[config.mk]
export PLATFORM = sky130hd
export DESIGN_NAME = ipv4_header_validator
export DESIGN_NICKNAME = d
export VERILOG_FILES = /design/src/hw/rtl/ihv_pkg.sv /design/src/hw/rtl/ipv4_header_validator.sv
export SDC_FILE = /design/constraint.sdc
export NUM_CORES = 1
export LEC_CHECK = 0
export BUFFER_PORTS_ARGS = -buffer_cell sky130_fd_sc_hd__buf_2
export CAP_MARGIN = 20
export CORE_MARGIN = 3
export CORE_UTILIZATION = 40
export CTS_CLUSTER_SIZE = 12
export DETAILED_ROUTE_END_ITERATION = 16
export PLACE_DENSITY = 0.52
export REMOVE_ABC_BUFFERS = 1
export SLEW_MARGIN = 20
export SYNTH_ARGS = -nofsm -noshare
export SYNTH_HDL_FRONTEND = slang
export SYNTH_SLANG_ARGS = --single-unit
[constraint.sdc]
create_clock -name clk -period 7.25 [get_ports clk]
set_input_delay 0.725 -clock clk [delete_from_list [all_inputs] [get_ports clk]]
set_output_delay 0.725 -clock clk [all_outputs]
set_load 0.1 [all_outputs]
[src/hw/rtl/ihv_pkg.sv]
// ----------------------------------------------------------------------------
// ihv_pkg
// Types and constants shared by the IPv4 header validator and its checker.
// ----------------------------------------------------------------------------
package ihv_pkg;

	localparam logic [15:0] COUNT_LIMIT      = 16'hffff;
	localparam logic [15:0] MIN_HEADER_BYTES = 16'd20;
	localparam logic [3:0]  MIN_HEADER_WORDS = 4'd5;
	localparam logic [3:0]  IP_VERSION_FOUR  = 4'd4;

	localparam logic [15:0] OFS_VER_IHL  = 16'd0;
	localparam logic [15:0] OFS_TLEN_HI  = 16'd2;
	localparam logic [15:0] OFS_TLEN_LO  = 16'd3;
	localparam logic [15:0] OFS_CSUM_HI  = 16'd10;
	localparam logic [15:0] OFS_CSUM_LO  = 16'd11;

	typedef enum logic [2:0] {
		ST_OK          = 3'd0,
		ST_TOO_SHORT   = 3'd1,
		ST_BAD_VERSION = 3'd2,
		ST_HDR_SMALL   = 3'd3,
		ST_TRUNCATED   = 3'd4,
		ST_CSUM_BAD    = 3'd5
	} status_t;

	typedef struct packed {
		logic [7:0] data_byte;
		logic       last_byte;
	} byte_item_t;

	typedef struct packed {
		logic [2:0]  status;
		logic [15:0] computed_checksum;
		logic [15:0] received_length;
	} result_item_t;

endpackage

[src/hw/rtl/ipv4_header_validator.sv]
// ----------------------------------------------------------------------------
// ipv4_header_validator
// Checks one IPv4 packet fed a byte per transaction, in network order, with
// a mark on its final byte. One byte is taken every cycle unless a final byte
// stalls in the input register, where the field capture and the ones'-
// complement add are done; the final byte's status then lands in the result
// register. Bytes keep flowing while a result waits, until a further final
// byte meets a result not yet taken.
// ----------------------------------------------------------------------------
module ipv4_header_validator (
	input  logic                     clk,
	input  logic                     arst_n,
	input  logic                     byte_valid,
	output logic                     byte_ready,
	input  ihv_pkg::byte_item_t      byte_item,
	output logic                     result_valid,
	input  logic                     result_ready,
	output ihv_pkg::result_item_t    result_item
);

	logic                  valid_s1;
	ihv_pkg::byte_item_t   item_s1;
	logic                  adv_s1;

	logic [15:0] byte_count_q, cnt_nxt;
	logic [3:0]  version_q, version_nxt;
	logic [3:0]  hwords_q, hwords_nxt;
	logic [15:0] claimed_q, claimed_nxt;
	logic [15:0] stored_q, stored_nxt;
	logic [15:0] sum_q, sum_nxt;
	logic [7:0]  held_q, held_nxt;

	logic [5:0]  hdr_bytes;
	logic [7:0]  add_byte;
	logic [16:0] raw_sum;
	logic [15:0] calc;
	ihv_pkg::status_t status;
	logic        res_valid_q;
	ihv_pkg::result_item_t res_q;

	assign adv_s1     = valid_s1 && (!item_s1.last_byte || !res_valid_q || result_ready);
	assign byte_ready = !valid_s1 || adv_s1;

	always_ff @(posedge clk or negedge arst_n) begin
		if (!arst_n) begin
			valid_s1 <= 1'b0;
		end else if (byte_ready) begin
			valid_s1 <= byte_valid;
		end
	end

	always_ff @(posedge clk) begin
		if (byte_ready && byte_valid) begin
			item_s1 <= byte_item;
		end
	end

	always_comb begin
		cnt_nxt     = (byte_count_q != ihv_pkg::COUNT_LIMIT) ? byte_count_q + 16'd1
		                                                    : byte_count_q;
		version_nxt = version_q;
		hwords_nxt  = hwords_q;
		claimed_nxt = claimed_q;
		stored_nxt  = stored_q;
		held_nxt    = held_q;
		sum_nxt     = sum_q;
		unique case (byte_count_q)
			ihv_pkg::OFS_VER_IHL: begin
				version_nxt = item_s1.data_byte[7:4];
				hwords_nxt  = item_s1.data_byte[3:0];
			end
			ihv_pkg::OFS_TLEN_HI: claimed_nxt[15:8] = item_s1.data_byte;
			ihv_pkg::OFS_TLEN_LO: claimed_nxt[7:0]  = item_s1.data_byte;
			ihv_pkg::OFS_CSUM_HI: stored_nxt[15:8]  = item_s1.data_byte;
			ihv_pkg::OFS_CSUM_LO: stored_nxt[7:0]   = item_s1.data_byte;
			default: ;
		endcase
		hdr_bytes = {hwords_nxt, 2'b00};
		add_byte  = (byte_count_q == ihv_pkg::OFS_CSUM_HI ||
		             byte_count_q == ihv_pkg::OFS_CSUM_LO) ? 8'h00 : item_s1.data_byte;
		raw_sum   = {1'b0, sum_q} + {1'b0, held_q, add_byte};
		if (byte_count_q < {10'd0, hdr_bytes}) begin
			if (!byte_count_q[0]) begin
				held_nxt = add_byte;
			end else begin
				sum_nxt = raw_sum[15:0] + {15'd0, raw_sum[16]};
			end
		end
		calc = ~sum_nxt;
		priority if (cnt_nxt < ihv_pkg::MIN_HEADER_BYTES) begin
			status = ihv_pkg::ST_TOO_SHORT;
		end else if (version_nxt != ihv_pkg::IP_VERSION_FOUR) begin
			status = ihv_pkg::ST_BAD_VERSION;
		end else if (hwords_nxt < ihv_pkg::MIN_HEADER_WORDS) begin
			status = ihv_pkg::ST_HDR_SMALL;
		end else if (claimed_nxt > cnt_nxt || cnt_nxt < {10'd0, hdr_bytes}) begin
			status = ihv_pkg::ST_TRUNCATED;
		end else if (stored_nxt != calc) begin
			status = ihv_pkg::ST_CSUM_BAD;
		end else begin
			status = ihv_pkg::ST_OK;
		end
	end

	always_ff @(posedge clk or negedge arst_n) begin
		if (!arst_n) begin
			byte_count_q <= '0;
			version_q    <= '0;
			hwords_q     <= '0;
			claimed_q    <= '0;
			stored_q     <= '0;
			sum_q        <= '0;
			held_q       <= '0;
		end else if (adv_s1) begin
			if (item_s1.last_byte) begin
				byte_count_q <= '0;
				version_q    <= '0;
				hwords_q     <= '0;
				claimed_q    <= '0;
				stored_q     <= '0;
				sum_q        <= '0;
				held_q       <= '0;
			end else begin
				byte_count_q <= cnt_nxt;
				version_q    <= version_nxt;
				hwords_q     <= hwords_nxt;
				claimed_q    <= claimed_nxt;
				stored_q     <= stored_nxt;
				sum_q        <= sum_nxt;
				held_q       <= held_nxt;
			end
		end
	end

	always_ff @(posedge clk or negedge arst_n) begin
		if (!arst_n) begin
			res_valid_q <= 1'b0;
		end else if (adv_s1 && item_s1.last_byte) begin
			res_valid_q <= 1'b1;
		end else if (result_ready) begin
			res_valid_q <= 1'b0;
		end
	end

	always_ff @(posedge clk) begin
		if (adv_s1 && item_s1.last_byte) begin
			res_q.status            <= status;
			res_q.computed_checksum <= calc;
			res_q.received_length   <= cnt_nxt;
		end
	end

	assign result_valid = res_valid_q;
	assign result_item  = res_q;

endmodule

==> After elaboration in Yosys (flattened, before gate mapping) <==
Index checks and enable logic that the tools add are counted.
{ "totals": {"register_bits": 126, "elab_cells": 73, "output_inout_bits": 37, "inputBits": 13} }
{ "op_classes": {"reduce_logical": 16, "n_lt_le_gt_ge": 5, "n_eq_ne": 8, "n_bitwise": 1, "mux": 25, "add_sub_neg": 3} }
{ "ops": {"columns": ["cell", "n"], "rows": [
  ["$mux 16", 7],
  ["$mux 8", 8],
  ["$eq 16x2->1 const B", 2],
  ["$eq 16x4->1 const B", 2],
  ["$lt 16x6->1", 2],
  ["$add 16x16->17", 1],
  ["$add 16x1->16", 1],
  ["$add 16x1->16 const B", 1],
  ["$gt 16x16->1", 1],
  ["$logic_not 16->1", 1],
  ["$lt 16x5->1 const B", 1],
  ["$mux 4", 4],
  ["$ne 16x16->1", 1],
  ["$ne 16x16->1 const B", 1],
  ["$not 16->16", 1],
  ["$mux 3", 2],
  ["$logic_or 1x1->1", 5],
  ["$lt 4x3->1 const B", 1],
  ["$mux 2", 2],
  ["$ne 4x3->1 const B", 1],
  ["$reduce_bool 2->1", 2],
  ["$logic_and 1x1->1", 3],
  ["$logic_not 1->1", 3],
  ["$reduce_and 3->1", 1],
  ["3 further kinds", 4]
]} }

==> Logic depth before layout (Yosys ltp) <==
{ "depth": {"word_depth": 13, "ltp_mapped": 27, "ltp_nobuf": 26} }

==> Worst setup path after synthesis <==
Ideal clock, no wire load.
{ "synth_path": {"path_type": "reg-to-reg", "from": "reg byte_count_q[15]", "to": "reg res_q, in the netlist result_item[32] (data pin)", "required_time_ps": 6995, "stages_incl_launch_ff": 26, "arrival_ps": 6079, "setup_ps": 255, "n_path_buf": 0, "setup_slack_ps": 916, "period_less_slack_ps": 6334, "cell_sequence": "dfrtp_1 > or4_4 > nor4_4 > nand2_2 > and2_1 > ha_1 > fa_1 > a21o_1 > a221oi_1 > o41ai_1 > o211ai_1 > nand3_1 > a21o_1 > a21o_1 > a21o_1 > ha_1 > nand3_1 > xnor3_1 > nand2b_1 > xnor2_1 > xor2_1 > o311ai_1 > a2111oi_1 > o2111ai_1 > or3_1 > a31o_1"} }
{ "synth_between": {"elab_chain_len": 13, "word_cells_on_any_way": 33, "cone_classes": "3 x add/sub; 5 x order compare; 7 x eq/ne; 14 x mux; 1 x bitwise; 3 x reduce/logical"} }
{ "synth_rtl": {"columns": ["element", "line", "source"], "rows": [
  ["start, declared", "ipv4_header_validator.sv:25", "logic [15:0] byte_count_q, cnt_nxt;"],
  ["start signal, assigned", "ipv4_header_validator.sv:124", "byte_count_q <= cnt_nxt;"],
  ["$eq 16x4->1, on equally long branches", "ipv4_header_validator.sv:79, ipv4_header_validator.sv:80", null],
  ["$logic_or 1x1->1", "ipv4_header_validator.sv:79", "add_byte = (byte_count_q == ihv_pkg::OFS_CSUM_HI ||"],
  ["$mux 8", "ipv4_header_validator.sv:80", "byte_count_q == ihv_pkg::OFS_CSUM_LO) ? 8'h00 : item_s1.data_byte;"],
  ["$add 16x16->17", "ipv4_header_validator.sv:81", "raw_sum = {1'b0, sum_q} + {1'b0, held_q, add_byte};"],
  ["$add 16x1->16", "ipv4_header_validator.sv:86", "sum_nxt = raw_sum[15:0] + {15'd0, raw_sum[16]};"],
  ["$mux 16", "ipv4_header_validator.sv:83", "if (!byte_count_q[0]) begin"],
  ["$mux 16 *", "ipv4_header_validator.sv:82", "if (byte_count_q < {10'd0, hdr_bytes}) begin"],
  ["$not 16->16 *", "ipv4_header_validator.sv:89", "calc = ~sum_nxt;"],
  ["net calc[3]", "ipv4_header_validator.sv:36", "logic [15:0] calc;"],
  ["$ne 16x16->1 *", "ipv4_header_validator.sv:98", "end else if (stored_nxt != calc) begin"],
  ["$mux 3 *", "ipv4_header_validator.sv:98", null],
  ["$mux 3 *", "ipv4_header_validator.sv:96", "end else if (claimed_nxt > cnt_nxt || cnt_nxt < {10'd0, hdr_bytes}) begin"],
  ["$mux 2 *", "ipv4_header_validator.sv:94", "end else if (hwords_nxt < ihv_pkg::MIN_HEADER_WORDS) begin"],
  ["$mux 2 *", "ipv4_header_validator.sv:92", "end else if (version_nxt != ihv_pkg::IP_VERSION_FOUR) begin"],
  ["end, declared", "ipv4_header_validator.sv:39", "ihv_pkg::result_item_t res_q;"]
]} }
Mark *: on every way through the listed nets, which the timed path passes. The rest lies on a longest branch.
A chain may end at the register's enable or synchronous reset.

==> Worst setup path after layout <==
{ "layout_path": {"from": "reg byte_count_q[8]", "to": "reg res_q, in the netlist result_item[32] (data pin)"} }
The elaborated chain is that of the path after synthesis.

==> run_results.csv <==
group,metric,value,unit
timing,worst_pin_slew,0.903,ns
synth,synth_top_area_frac,0.248,
grt,antenna_found_initial,0,
finish,final_cell_mix,"82 x dfrtp_1, 80 x nand2_1, 55 x nor2_1",
route,dr.pass1.iters,7,
floorplanning,die_w,150,um
timing,rsz0062_at_grt,"no",
route,first_iter_violations,596,
synth,ys_warn_count,0,
setup_path,worstPathRequired,7.43,ns
placement,place_congestion,0.930,
finish,seqCellArea,0.00337,mm^2
setup_path,crit_slowest_cell,"or4_4",
power_and_ir_drop,power,2.77,mW
run_status,status,"finished clean",
synth,synth-compound-area-share,0.193,
timing,finalCritPeriodShare,0.953,
setup_path,crit_top_cell,"a21o_1",
route,via_per_inst,5.90,
power_and_ir_drop,ir_drop,0.000176,V
synth,ys.flop_type,"dfrtp_1",
synth,synth_cell_types,80,
clock_network,clockBufferDepth,2,
clock_network,cts_root_buf,"clkbuf_16",
clock_network,cts_buffers,17,
synth,ys_ff_latch,126,
timing,worst_slew_margin_rel,0.396,
synth,synth_edf_count,44,
floorplanning,die_h,150,um
clock_network,insertion_delay,0.43,ns
job,max-cap-violations,0,
grt,groute.usage.overall,0.242,
route,drt-total-wl,26600,um
finish,mostFrequentLayoutCell,"dfrtp_1",
synth,synth_top_family_by_area,"compound AO/OA/AOI/OAI gates",
synth,synth.area.mux_share,0.0604,
setup_path,worst_path_dominant_cell_family,"simple AND/OR/NAND/NOR gates",
finish,fillers,1919,
timing,finalSetupViolations,0,
clock_network,holdBufCountCts,0,
grt,grt_pass1_wl,40800,um
timing,period_needed,6.91,ns
clock_network,cts.htree.levels,4,
placement,numPortBuffers,49,
synth,netlist_instances,851,
synth,synthSimpleGateAreaFrac,0.172,
grt,first_global_vias,6903,
grt,grt_max_degree,53,
finish,num-nets-final,949,
power_and_ir_drop,powerDensity,294,mW/mm^2
synth,yosysTopAreaCell,"dfrtp_1",
route,wire_per_inst,22.6,um
clock_network,clkTransAtPathRegs,0.06,ns
worst_hold_path,min_path_type,"in2async",
route,routed-via-count,6960,
setup_path,worst_setup_path_start_kind,"register",
floorplanning,fp-row-count,52,
synth,netlist_area,0.00829,mm^2
synth,synth_area_per_cell,9.74,um^2
floorplanning,core,0.0203,mm^2
timing,slew_violations,0,
timing,fmax,0.145,GHz
timing,final_hold_viol_count,0,
floorplanning,boundaryPins,50,
route,drc,0,
route,detail-route-antenna-nets,0,
setup_path,cp_max_fo,6,
floorplanning,die_area,0.0225,mm^2
synth,async_reset_ff_frac,0.651,
setup_path,crit_buf_inv,0,
synth,yosys-top-cells-area,"dfrtp_1 25%, edfxtp_1 16%, ha_1 5.9%",
setup_path,worstPathArrival,7.09,ns
clock_network,cts_tree,"done",
timing,tns,0,ns
setup_path,end_kind,"register",
timing,clock_skew,0.00743,ns
floorplanning,start_util,0.408,
finish,drive_gt1_frac,0.164,
finish,final_core_util,0.464,
power_and_ir_drop,p_leak,4.16,nW
synth,ys_seq_area_frac,0.407,
finish,multi_input_area,0.00465,mm^2
finish,diodes,0,
grt,overflow,0,
clock_network,cts_sinks,126,
setup_path,critical_path_class,"reg2reg",
setup_path,slowest_delay,0.58,ns
synth,synth_fa_ha_area_frac,0.0625,
placement,dp_hpwl,19100,um
synth,synth_xor_area_frac,0.0699,
finish,syn_to_final_growth,13.7,%
timing,whs,0.236,ns
-- cell usage after synthesis, drive strengths merged, types with 20 or more instances --
library cell	n
a21oi	39
a22o	34
clkbuf	43
dfrtp	82
edfxtp	44
ha	39
inv	27
mux2i	29
nand2	82
nor2	56
o21ai	57
xnor2	41
xor2	20
-- state kept, by name, summed over array words and instances, names as in the netlist --
| signal | count |
|---|---|
| result_item | 35 |
| result_valid | 1 |
| hwords_q | 4 |
| stored_q | 16 |
| byte_count_q | 16 |
| valid_s1 | 1 |
| claimed_q | 16 |
| item_s1 | 9 |
| sum_q | 16 |
| version_q | 4 |
| held_q | 8 |
-- logic make-up (layout without fill, tap and decap cells) --
group | Yosys count | count (layout)
compound gates | 230 | 230
xor+xnor | 63 | 63
simple gates | 270 | 270
fa+ha+maj | 41 | 41
buf+inv | 74 | 132
mux | 47 | 47
flops | 126 | 126
-- final cells by class --
cell class,instances,area share
Inverter,27,0.0108
Timing Repair Buffer,73,0.0454
Tap cell,270,0.0358
Clock inverter,14,0.0117
Clock buffer,18,0.0455
Multi-Input combinational cell,651,0.493
Sequential cell,126,0.358
-- worst paths after layout --
check                           cells after the start          endpoint       startpoint  slack, ns
worst max register to register                     25   result_item[32]  byte_count_q[8]       0.34
worst max-delay path                               25   result_item[32]  byte_count_q[8]       0.34
worst min register to register                      2       hwords_q[3]      hwords_q[3]       0.48
min in group clk                                    1        item_s1[7]     byte_item[7]       0.47
max in group asynchronous                           2  byte_count_q[13]           arst_n       5.93
worst min-delay path                                1          sum_q[2]           arst_n       0.24
-- through the flow --
step | instance area [um^2] | setup slack [ns] | std cells
after global placement | 8840 | 0.352 | 1142
after global routing | 9430 | 0.00526 | 1179
after floorplan | 8100 | 0.901 | 804
final | 9430 | 0.339 | 1179
after detailed placement | 8840 | 0.173 | 1142
after CTS | 9380 | 0.139 | 1174
-- metal layers --
metal,global-route usage,share of wire
met3,0.0418,0.056
met5,0,0
met1,0.317,0.43
met2,0.386,0.47
met4,0.121,0.045
-- timing repair --
| action | CTS | global route |
|---|---|---|
| setup endpoints to repair | 0 | 2 |
| gates resized for setup | 0 | 2 |
| buffers inserted | 0 | 5 |
-- report_power, final --
| part | internal [mW] | switching [mW] |
|---|---|---|
| sequential | 0.826 | 0.0857 |
| clock | 0.441 | 0.360 |
| combinational | 0.372 | 0.688 |
(Power assumes the default switching activity.)
